===== src/hw/rtl/ordered_list_push_front_remove_all_unit_assert.svh =====
// assertion macros for the ordered list unit
`ifndef ORDERED_LIST_PUSH_FRONT_REMOVE_ALL_UNIT_ASSERT_SVH
`define ORDERED_LIST_PUSH_FRONT_REMOVE_ALL_UNIT_ASSERT_SVH

`ifndef SYNTHESIS

// condition and consequence in the same cycle
`define OLPF_ASSERT_NOW(lbl, ante, cons, msg) \
  lbl: assert property (@(posedge clk) disable iff (rst) (ante) |-> (cons)) \
    else $error(msg);

// consequence in the cycle after the condition
`define OLPF_ASSERT_NEXT(lbl, ante, cons, msg) \
  lbl: assert property (@(posedge clk) disable iff (rst) (ante) |=> (cons)) \
    else $error(msg);

`else

`define OLPF_ASSERT_NOW(lbl, ante, cons, msg)
`define OLPF_ASSERT_NEXT(lbl, ante, cons, msg)

`endif

`endif


===== src/hw/rtl/olpf_pkg.sv =====
`default_nettype none

package olpf_pkg;

  localparam int OLPF_CAPACITY = 16;
  localparam int OLPF_COUNT_W  = 5;

  typedef enum logic {
    ACT_INSERT = 1'b0,
    ACT_REMOVE = 1'b1
  } action_t;

  typedef enum logic {
    ST_IDLE    = 1'b0,
    ST_COMPACT = 1'b1
  } state_t;

  typedef enum logic [2:0] {
    CELL_HOLD    = 3'd0,
    CELL_INSERT  = 3'd1,
    CELL_MARK    = 3'd2,
    CELL_COMPACT = 3'd3,
    CELL_CLEAR   = 3'd4
  } cell_op_t;

  typedef struct packed {
    action_t            action;
    logic signed [31:0] value;
    logic               last_command;
  } cmd_t;

  typedef struct packed {
    logic [OLPF_COUNT_W-1:0] entry_count;
    logic                    overflow;
    logic                    batch_end;
  } rsp_t;

  // contents handed between neighboring cells
  typedef struct packed {
    logic               valid;
    logic signed [31:0] data;
  } link_t;

  // broadcast control to every cell
  typedef struct packed {
    cell_op_t           op;
    logic signed [31:0] value;
  } cell_ctrl_t;

endpackage

`default_nettype wire


===== src/hw/rtl/olpf_cell.sv =====
`default_nettype none

module olpf_cell
  import olpf_pkg::*;
(
  input  wire logic       clk,
  input  wire logic       rst,
  input  wire cell_ctrl_t ctrl,
  input  wire link_t      prev_link,
  input  wire link_t      next_link,
  output link_t           cur_link
);

  logic               valid;
  logic signed [31:0] data;

  always_ff @(posedge clk) begin
    if (rst) begin
      valid <= 1'b0;
    end else begin
      case (ctrl.op)
        CELL_INSERT: begin
          valid <= prev_link.valid;
          data  <= prev_link.data;
        end
        CELL_MARK: begin
          valid <= valid && (data != ctrl.value);
        end
        CELL_COMPACT: begin
          // an empty cell pulls its successor; a cell pulled by an empty
          // predecessor goes empty
          if (!valid) begin
            valid <= next_link.valid;
            data  <= next_link.data;
          end else if (!prev_link.valid) begin
            valid <= 1'b0;
          end
        end
        CELL_CLEAR: begin
          valid <= 1'b0;
        end
        default: begin
        end
      endcase
    end
  end

  assign cur_link.valid = valid;
  assign cur_link.data  = data;

endmodule

`default_nettype wire


===== src/hw/rtl/ordered_list_push_front_remove_all_unit.sv =====
`default_nettype none
`include "ordered_list_push_front_remove_all_unit_assert.svh"

// ordered list of up to CAPACITY signed 32-bit values, held in a row of cells
//
// command channel: a word on cmd is taken at a clock edge with start high and
// busy low. action insert puts value at the front of the list; action remove
// deletes every entry equal to value and closes up the gaps in order.
// result channel: one word on rsp per command, valid for exactly one cycle
// while done is high; the receiver cannot stall it, so it must take it then.
//
// insert: result in the cycle after acceptance, busy stays low, so a new
// insert may follow in every cycle. an insert into a full list is dropped
// and reported with overflow set.
// remove: a mark step makes matching cells empty, then the row closes gaps by
// one place per cycle (each empty cell pulls its neighbor) until no empty
// cell stands before a full one; busy is high while the row compacts,
// and done rises in the first cycle with busy low, so a remove holds the
// command channel until its result is given.
// batch end: a command with last_command set reports the count, then the
// list is emptied for the next batch.
// reset: synchronous, empties the list; no result is pending afterward.
module ordered_list_push_front_remove_all_unit
  import olpf_pkg::*;
#(
  parameter int CAPACITY = OLPF_CAPACITY
) (
  input  wire logic clk,
  input  wire logic rst,
  input  wire logic start,
  input  wire cmd_t cmd,
  output logic      busy,
  output logic      done,
  output rsp_t      rsp
);

  localparam int CNT_W = $clog2(CAPACITY + 1);

  state_t           st, st_next;
  logic [CNT_W-1:0] cnt, cnt_next;
  logic             last_q, last_next;
  logic             done_next;
  rsp_t             rsp_q, rsp_next;
  cell_ctrl_t       ctrl;

  link_t                cells [CAPACITY];
  logic [CAPACITY-1:0]  valid_vec;
  link_t                ins_link;
  link_t                end_link;

  logic             gap;       // an empty cell stands before a full one
  logic [CNT_W-1:0] tail_cnt;  // count of a gap-free row
  logic             full;
  logic [CNT_W-1:0] ins_cnt;

  // the new front entry enters cell 0; its valid also tells cell 0 during
  // compaction that it is never pulled
  assign ins_link.valid = 1'b1;
  assign ins_link.data  = cmd.value;
  assign end_link.valid = 1'b0;
  assign end_link.data  = '0;

  // the row of cells
  for (genvar i = 0; i < CAPACITY; i++) begin : g_cell
    if (i == 0) begin : g_head
      if (CAPACITY > 1) begin : g_more
        olpf_cell u_cell (
          .clk       (clk),
          .rst       (rst),
          .ctrl      (ctrl),
          .prev_link (ins_link),
          .next_link (cells[i+1]),
          .cur_link  (cells[i])
        );
      end else begin : g_only
        olpf_cell u_cell (
          .clk       (clk),
          .rst       (rst),
          .ctrl      (ctrl),
          .prev_link (ins_link),
          .next_link (end_link),
          .cur_link  (cells[i])
        );
      end
    end else if (i == CAPACITY - 1) begin : g_tail
      olpf_cell u_cell (
        .clk       (clk),
        .rst       (rst),
        .ctrl      (ctrl),
        .prev_link (cells[i-1]),
        .next_link (end_link),
        .cur_link  (cells[i])
      );
    end else begin : g_mid
      olpf_cell u_cell (
        .clk       (clk),
        .rst       (rst),
        .ctrl      (ctrl),
        .prev_link (cells[i-1]),
        .next_link (cells[i+1]),
        .cur_link  (cells[i])
      );
    end
    assign valid_vec[i] = cells[i].valid;
  end

  // gap detect and count of the compacted row: the last full cell of a
  // gap-free row gives the count as its position plus one
  always_comb begin
    gap      = 1'b0;
    tail_cnt = '0;
    for (int i = 0; i < CAPACITY; i++) begin
      if (i < CAPACITY - 1) begin
        gap = gap | (!valid_vec[i] && valid_vec[i+1]);
        if (valid_vec[i] && !valid_vec[i+1]) begin
          tail_cnt = tail_cnt | CNT_W'(i + 1);
        end
      end else if (valid_vec[i]) begin
        tail_cnt = tail_cnt | CNT_W'(i + 1);
      end
    end
  end

  assign full    = valid_vec[CAPACITY-1];
  assign ins_cnt = full ? cnt : cnt + CNT_W'(1);

  // state register and result word
  always_ff @(posedge clk) begin
    if (rst) begin
      st     <= ST_IDLE;
      cnt    <= '0;
      done   <= 1'b0;
      last_q <= 1'b0;
    end else begin
      st     <= st_next;
      cnt    <= cnt_next;
      done   <= done_next;
      last_q <= last_next;
    end
  end

  always_ff @(posedge clk) begin
    rsp_q <= rsp_next;
  end

  // sequencer: next state, cell commands and result
  always_comb begin
    st_next    = st;
    cnt_next   = cnt;
    last_next  = last_q;
    done_next  = 1'b0;
    rsp_next   = rsp_q;
    ctrl.op    = CELL_HOLD;
    ctrl.value = cmd.value;
    case (st)
      ST_IDLE: begin
        if (start) begin
          if (cmd.action == ACT_INSERT) begin
            rsp_next.entry_count = OLPF_COUNT_W'(ins_cnt);
            rsp_next.overflow    = full;
            rsp_next.batch_end   = cmd.last_command;
            done_next            = 1'b1;
            cnt_next             = cmd.last_command ? '0 : ins_cnt;
            if (cmd.last_command) begin
              ctrl.op = CELL_CLEAR;
            end else if (!full) begin
              ctrl.op = CELL_INSERT;
            end
          end else begin
            // drop matching entries now, close gaps in the following cycles
            ctrl.op   = CELL_MARK;
            last_next = cmd.last_command;
            st_next   = ST_COMPACT;
          end
        end
      end
      ST_COMPACT: begin
        if (gap) begin
          ctrl.op = CELL_COMPACT;
        end else begin
          rsp_next.entry_count = OLPF_COUNT_W'(tail_cnt);
          rsp_next.overflow    = 1'b0;
          rsp_next.batch_end   = last_q;
          done_next            = 1'b1;
          cnt_next             = last_q ? '0 : tail_cnt;
          ctrl.op              = last_q ? CELL_CLEAR : CELL_HOLD;
          st_next              = ST_IDLE;
        end
      end
      default: begin
        st_next = ST_IDLE;
      end
    endcase
  end

  assign busy = (st == ST_COMPACT);
  assign rsp  = rsp_q;

  // a remove command always holds off the next command
  `OLPF_ASSERT_NEXT(a_remove_busy, start && !busy && cmd.action == ACT_REMOVE, busy,
                    "remove command did not raise busy")
  // compaction always ends in a result word
  `OLPF_ASSERT_NEXT(a_busy_ends, busy && !gap, !busy && done,
                    "compaction finished without a result word")
  // between commands the row is gap free and matches the count
  `OLPF_ASSERT_NOW(a_idle_packed, !busy, !gap && tail_cnt == cnt,
                   "idle row has a gap or disagrees with the count")
  // the count never exceeds the capacity
  `OLPF_ASSERT_NOW(a_cnt_range, 1'b1, cnt <= CNT_W'(CAPACITY),
                   "entry count beyond capacity")

endmodule

`default_nettype wire


===== config.mk =====
export PLATFORM = sky130hd
export DESIGN_NAME = ordered_list_push_front_remove_all_unit
export DESIGN_NICKNAME = d
export VERILOG_FILES = /design/src/hw/rtl/olpf_pkg.sv /design/src/hw/rtl/olpf_cell.sv /design/src/hw/rtl/ordered_list_push_front_remove_all_unit.sv
export VERILOG_INCLUDE_DIRS = /design/src /design/src/hw/rtl
export SDC_FILE = /design/constraint.sdc
export NUM_CORES = 1
export LEC_CHECK = 0
export BUFFER_PORTS_ARGS = -buffer_cell sky130_fd_sc_hd__buf_4
export CAP_MARGIN = 20
export CORE_AREA = 2 2 321 164
export CTS_CLUSTER_SIZE = 30
export DETAILED_ROUTE_END_ITERATION = 12
export DIE_AREA = 0 0 323 166
export GPL_TIMING_DRIVEN = 0
export MAX_ROUTING_LAYER = met4
export PLACE_DENSITY = 0.87
export SKIP_LAST_GASP = 1
export SLEW_MARGIN = 20
export SYNTH_ARGS = -nofsm -noshare
export SYNTH_HDL_FRONTEND = slang
export SYNTH_SLANG_ARGS = --single-unit

===== constraint.sdc =====
create_clock -name clk -period 4.4 [get_ports clk]
set_input_delay 1.32 -clock clk [delete_from_list [all_inputs] [get_ports clk]]
set_output_delay 1.32 -clock clk [all_outputs]
set_load 0.1 [all_outputs]

* Word level (Yosys, flattened, before mapping) *
Cells that the tools add are included.

storage, ports and cells
  word-level logic and storage cells = 298
  output and inout port bits = 9
  input port bits = 37
  flip-flop bits (word level) = 543

cells by class
  equality and inequality tests = 39
  add/sub/neg operators = 1
  reduce and logical (&&, ||, !) cells = 82
  multiplexer cells = 121
  bitwise gates (word level) = 16

operators by type and width
  operator               count
  $pmux W32 S2           16
  $mux W32               16
  $ne A32 B32 Y1         16
  $pmux W1 S4            16
  $reduce_and A3 Y1      18
  $logic_and A1 B1 Y1    46
  $mux W1                39
  $ne A2 B2 Y1 const B   19
  $mux W5                7
  $mux W4                8
  $mux W3                9
  $mux W7                3
  $logic_not A1 Y1       16
  $or A1 B1 Y1           14
  $pmux W7 S2            1
  $pmux W5 S2            1
  $eq A3 B2 Y1 const B   2
  $pmux W3 S2            1
  $add A5 B1 Y5 const B  1
  $mux W2                2
  $pmux W1 S2            2
  $reduce_bool A4 Y1     1
  $eq A3 B1 Y1 const B   1
  $eq A3 B3 Y1 const B   1
  2 further kinds        3

* Logic depth before layout (Yosys ltp) *
  word-level depth = 21
  mapped depth = 9
  gate-level depth less buffers = 7

* Cells and area by module *
From an unflattened synthesis, not the netlist that was laid out.

unflattened totals
  cell total of the unflattened synthesis = 2158
  area, all modules = 32454.9 µm²

by module, submodules not included
  module                                   area an instance (µm²)  cells each  times used
  olpf_cell                                1961.9                  127         16
  ordered_list_push_front_remove_all_unit  1064.8                  126         1

* Worst setup path after synthesis *
Ideal clock, no wire load.

  kind = in2reg
  start point = in cmd[0] in the netlist's numbering
  end point = reg g_cell[10].g_mid.u_cell.data[0] (enable)
  required time = 3.968 ns
  setup time = 0.432 ns
  slack = -0.164 ns
  cell stages on the path = 5
  arrival = 4.132 ns
  path buffers = 2
  path through = nor4_1 clkbuf_1 o21ai_1 clkbuf_1 a21oi_1

between the ends
  cells in the longest elaborated chain, start to end = 7
  elaborated cells between the ends (all ways) = 9

ends and longest elaborated chain
  what                                                          line                                            text
  start: declaration                                            ordered_list_push_front_remove_all_unit.sv:31   input wire cmd_t cmd,
  $mux W3 *                                                     ordered_list_push_front_remove_all_unit.sv:164  if (cmd.last_command) begin
  $mux W3 *                                                     ordered_list_push_front_remove_all_unit.sv:158  if (cmd.action == ACT_INSERT) begin
  $mux W3 *                                                     ordered_list_push_front_remove_all_unit.sv:157  if (start) begin
  $pmux W3 S2 *                                                 ordered_list_push_front_remove_all_unit.sv:155  case (st)
  $eq A3 B2 Y1 or $eq A3 B1 Y1 (tied branches)                  olpf_cell.sv:21                                 case (ctrl.op)
  $ne A2 B2 Y1 (no line) or $reduce_bool A2 Y1 (tied branches)  --
  $reduce_and A3 Y1 (no line) *                                 --
  end signal: assignment                                        olpf_cell.sv:24                                 data <= prev_link.data;
  end signal: assignment                                        olpf_cell.sv:34                                 data <= next_link.data;
  end: declaration                                              olpf_cell.sv:15                                 logic signed [31:0] data;

Mark *: on every way between the ends. The rest lies on a longest branch, timed or not.
A chain may end at the register's enable or synchronous reset.

* Final worst setup path *
  start point = in cmd[13] in the netlist's numbering
  end point = reg g_cell[3].g_mid.u_cell.valid

between the ends
  cells in the longest elaborated chain, start to end = 3

ends and longest elaborated chain
  what                    line             text
  $ne A32 B32 Y1          olpf_cell.sv:27  valid <= valid && (data != ctrl.value);
  $logic_and A1 B1 Y1     olpf_cell.sv:27
  $pmux W1 S4             olpf_cell.sv:21
  end signal: assignment  olpf_cell.sv:23  valid <= prev_link.valid;
  end signal: assignment  olpf_cell.sv:27
  end signal: assignment  olpf_cell.sv:33  valid <= next_link.valid;
  end: declaration        olpf_cell.sv:14  logic valid;

No other way between the ends.

==> impl_metrics.yaml <==
setup_path:
  crit_family: "buffers and inverters"
  critPathLaunchType: "input pin"
  timing.critical_path.cells: "clkbuf_1 -> clkbuf_2 -> xor2_1 -> nor4_1 -> nand4_1 -> o211ai_1 -> a31oi_1"
  crit_arrival_ns: 5.06
  path_buf_inv: 2
  critPathCaptureType: "register"
  cpMaxStageDelayCell: "sky130_fd_sc_hd__clkbuf_1"
  path_class: "in2reg"
  critPathRequiredTime_ns: 4.88
  max_stage_delay_ns: 0.92
  worst-path-max-fanout: 10
status:
  outcome: "finished with violations"
  failed_checks: "setup timing"
drt:
  route.vias.total: 25900
  drtIter0Drc: 5367
  final_antenna_net_count: 0
  drt-wirelength-per-cell_um: 32.2
  post-route-drc-count: 0
  route.detailed.vias_per_inst: 6.59
  drt_pass1_iterations: 8
  totalWireLength_mm: 126
sta:
  final.period_utilization_pct: 104
  unrepaired_setup_endpoints_after_global_routing: "no"
  setup_violations: 2
  number_of_hold_slack_violations_in_the_final_timing_report: 0
  timing_worst_slew_pin_value_ns: 1.31
  fin_worst_skew_ns: 0.0188
  timing.fmax_ghz: 0.219
  final_max_slew_viol_count: 0
  final.setup.worst_slack_ns: -0.173
  timing.slew.headroom_pct: 12.8
  min_period_ns: 4.57
placement:
  placed_cells_incl_taps: 3822
  port_buffers: 12
  place_hpwl_mm: 94.9
  worst_slack_after_detailed_placement_ns: -0.412
  final_wtd_congestion: 1.08
global_routing:
  via_count_of_the_first_global_routing_pass: 22800
  gr-total-overflow: 0
  grt_usage_pct: 47.9
  antenna_violations_before_repair: 4
  grt_first_pass_wirelength_mm: 172
  grt_start_max_net_pins: 24
clock_tree:
  cts_made_buffers: 50
  tritoncts_num_sinks: 543
  clkLatencyLatePin_ns: 0.64
  cts.reportedPaths.clkPinSlew_ns: 0.07
  clock_tree.root_cell: "sky130_fd_sc_hd__clkbuf_16"
  maximum_level_of_the_cts_h_tree: 2
  cts_tree: "yes"
  clock_path_buffers: 3
yosys:
  postSynth.asyncResetShare_pct: 0
  yosys.cell_types.count: 55
  synthDominantAreaCellType: "sky130_fd_sc_hd__edfxtp_1"
  cell_area_after_synthesis_um2: 29300
  netlist_instances: 3090
  yosysSeqAreaShare_pct: 54.8
  synthesis.nets: 3128
  synthTopCellsByArea: "sky130_fd_sc_hd__edfxtp_1 (53%), sky130_fd_sc_hd__nand2_1 (19%), sky130_fd_sc_hd__xor2_1 (12%), sky130_fd_sc_hd__xnor2_1 (3.9%), sky130_fd_sc_hd__nor4_1 (2.3%)"
  synth-warning-count: 0
  ranking_of_synthesized_cells_by_instance_count: "sky130_fd_sc_hd__nand2_1 (1453), sky130_fd_sc_hd__edfxtp_1 (519), sky130_fd_sc_hd__xor2_1 (385)"
  ys_dominant_reg_cell: "sky130_fd_sc_hd__edfxtp_1"
  synth_top_cell_area_share_pct: 53.2
  synthMostInstantiatedCell: "sky130_fd_sc_hd__nand2_1"
  synthesized_area_divided_by_synthesized_cell_count_um2: 9.49
  synth-edff-count: 519
  synth_seq_cells: 543
floorplan:
  floorplan.initialDensity_pct: 57.4
  std_cell_rows: 59
  die_footprint_um2: 53600
  num_io_pins: 46
  fp.dieH_um: 166
  design.core.area_um2: 51100
  die_w_um: 323
finish:
  filler_cell_count: 4286
  post_route_cells_drive_above_1_share_pct: 8.51
  non_filler_instance_count_after_layout: 3925
  area_delta_synth_final_pct: 11.6
  final_stage_net_count: 3217
  final_core_area_utilization_pct: 64.1
power:
  vdd_ir_drop_max_uv: 278
  cellLeakagePower_nw: 13.2
  cellPowerDensity_nw_per_um2: 352
min_path:
  holdCritPathClass: "reg2reg"
flow_run:
  number_of_max_cap_violations: 0
## final cells by class
type	count	area [um2]	area share, %
sequential	543	16100	49.1
multi-input combinational	2340	12500	38.3
clock buffer	73	1430	4.37
buffer	195	922	2.82
tap	701	877	2.68
timing repair buffer	37	626	1.91
clock inverter	21	228	0.696
inverter	12	45.0	0.138
antenna	3	7.51	0.0229
## power by group
part	internal [mW]	total [mW]	leakage, nW	switching (mW)
sequential	5.72	5.85	4.91	0.128
combinational	0.262	0.952	7.46	0.690
clock	2.55	4.73	0.806	2.18
total	8.54	11.5	13.2	3.00
## cells by family (layout without fill, tap and decap cells)
group           count (synthesis)  count (layout)  synth area share, %
other cells                     0               3                    0
xor+xnor                      516             516                 15.4
buf+inv                       207             338                 3.08
compound gates                101             101                 2.30
flops                         543             543                 54.8
fa+ha+maj                       1               1               0.0427
simple gates                 1710            1710                 24.0
mux                            12              12                0.410
## metrics by stage
step | total power, mW | hold slack [ns] | TNS [ns] | cell area [um2]
CTS | 11.3 | 0.489 | 0 | 32600
global placement | 6.78 | 0.479 | -875.19 | 30300
detailed placement | 6.82 | 0.481 | -83.76 | 31000
global route | 11.6 | 0.533 | 0 | 32700
floorplan | 6.40 | 0.458 | -52.44 | 29300
finish | 11.5 | 0.495 | -0.211 | 32700
## worst paths after layout
path | from | to | slack, ns | cells after the start
max | cmd[13] | g_cell[3].g_mid.u_cell.valid | -0.17 | 7
min | last_q | last_q | 0.50 | 2
max reg2reg | busy | g_cell[14].g_mid.u_cell.data[30] | 0.16 | 9
min reg2reg | last_q | last_q | 0.50 | 2
## routing by layer
layer | wire [um] | track usage, % | up-vias
met5 | 0 | - | -
met4 | 3930 | 12.8 | 0
met3 | 31900 | 34.3 | 249
met2 | 41100 | 49.3 | 2819
met1 | 49300 | 70.1 | 12400
li1 | - | - | 10400
## flip-flops by register name, summed over array words and instances, names as in the netlist
signal,cells
rsp,7
done,1
g_cell.g_tail.u_cell.data,32
busy,1
cnt,5
g_cell.g_tail.u_cell.valid,1
g_cell.g_head.g_more.u_cell.data,32
g_cell.g_mid.u_cell.valid,14
last_q,1
g_cell.g_mid.u_cell.data,448
g_cell.g_head.g_more.u_cell.valid,1
## tightest hold or removal path, stage by stage, from the launching register on
cell and delay [ns]:
sky130_fd_sc_hd__dfxtp_1 0.33, sky130_fd_sc_hd__nand2_1 0.06, sky130_fd_sc_hd__a21oi_1 0.05
## cell usage in the layout, fill, tap and decap left out, drive strengths merged, types with 13 or more instances in the layout
cell,instances
a21oi,32
nand2,1453
xnor2,131
clkbuf,175
nor4,106
clkinv,15
and2,36
o211ai,13
dfxtp,24
edfxtp,519
buf,130
o21ai,16
nand4,58
nor2,21
xor2,385
## what timing repair did
| item | CTS | global route |
|---|---|---|
| pin swaps | 1 | 2 |
| cloned | 0 | 0 |
| setup buffers | 0 | 6 |
| gates resized for setup | 0 | 0 |
| endpoints found under the setup margin | 39 | 224 |
| hold buffers | 0 | 0 |
Power figures use the tool's default switching activity.
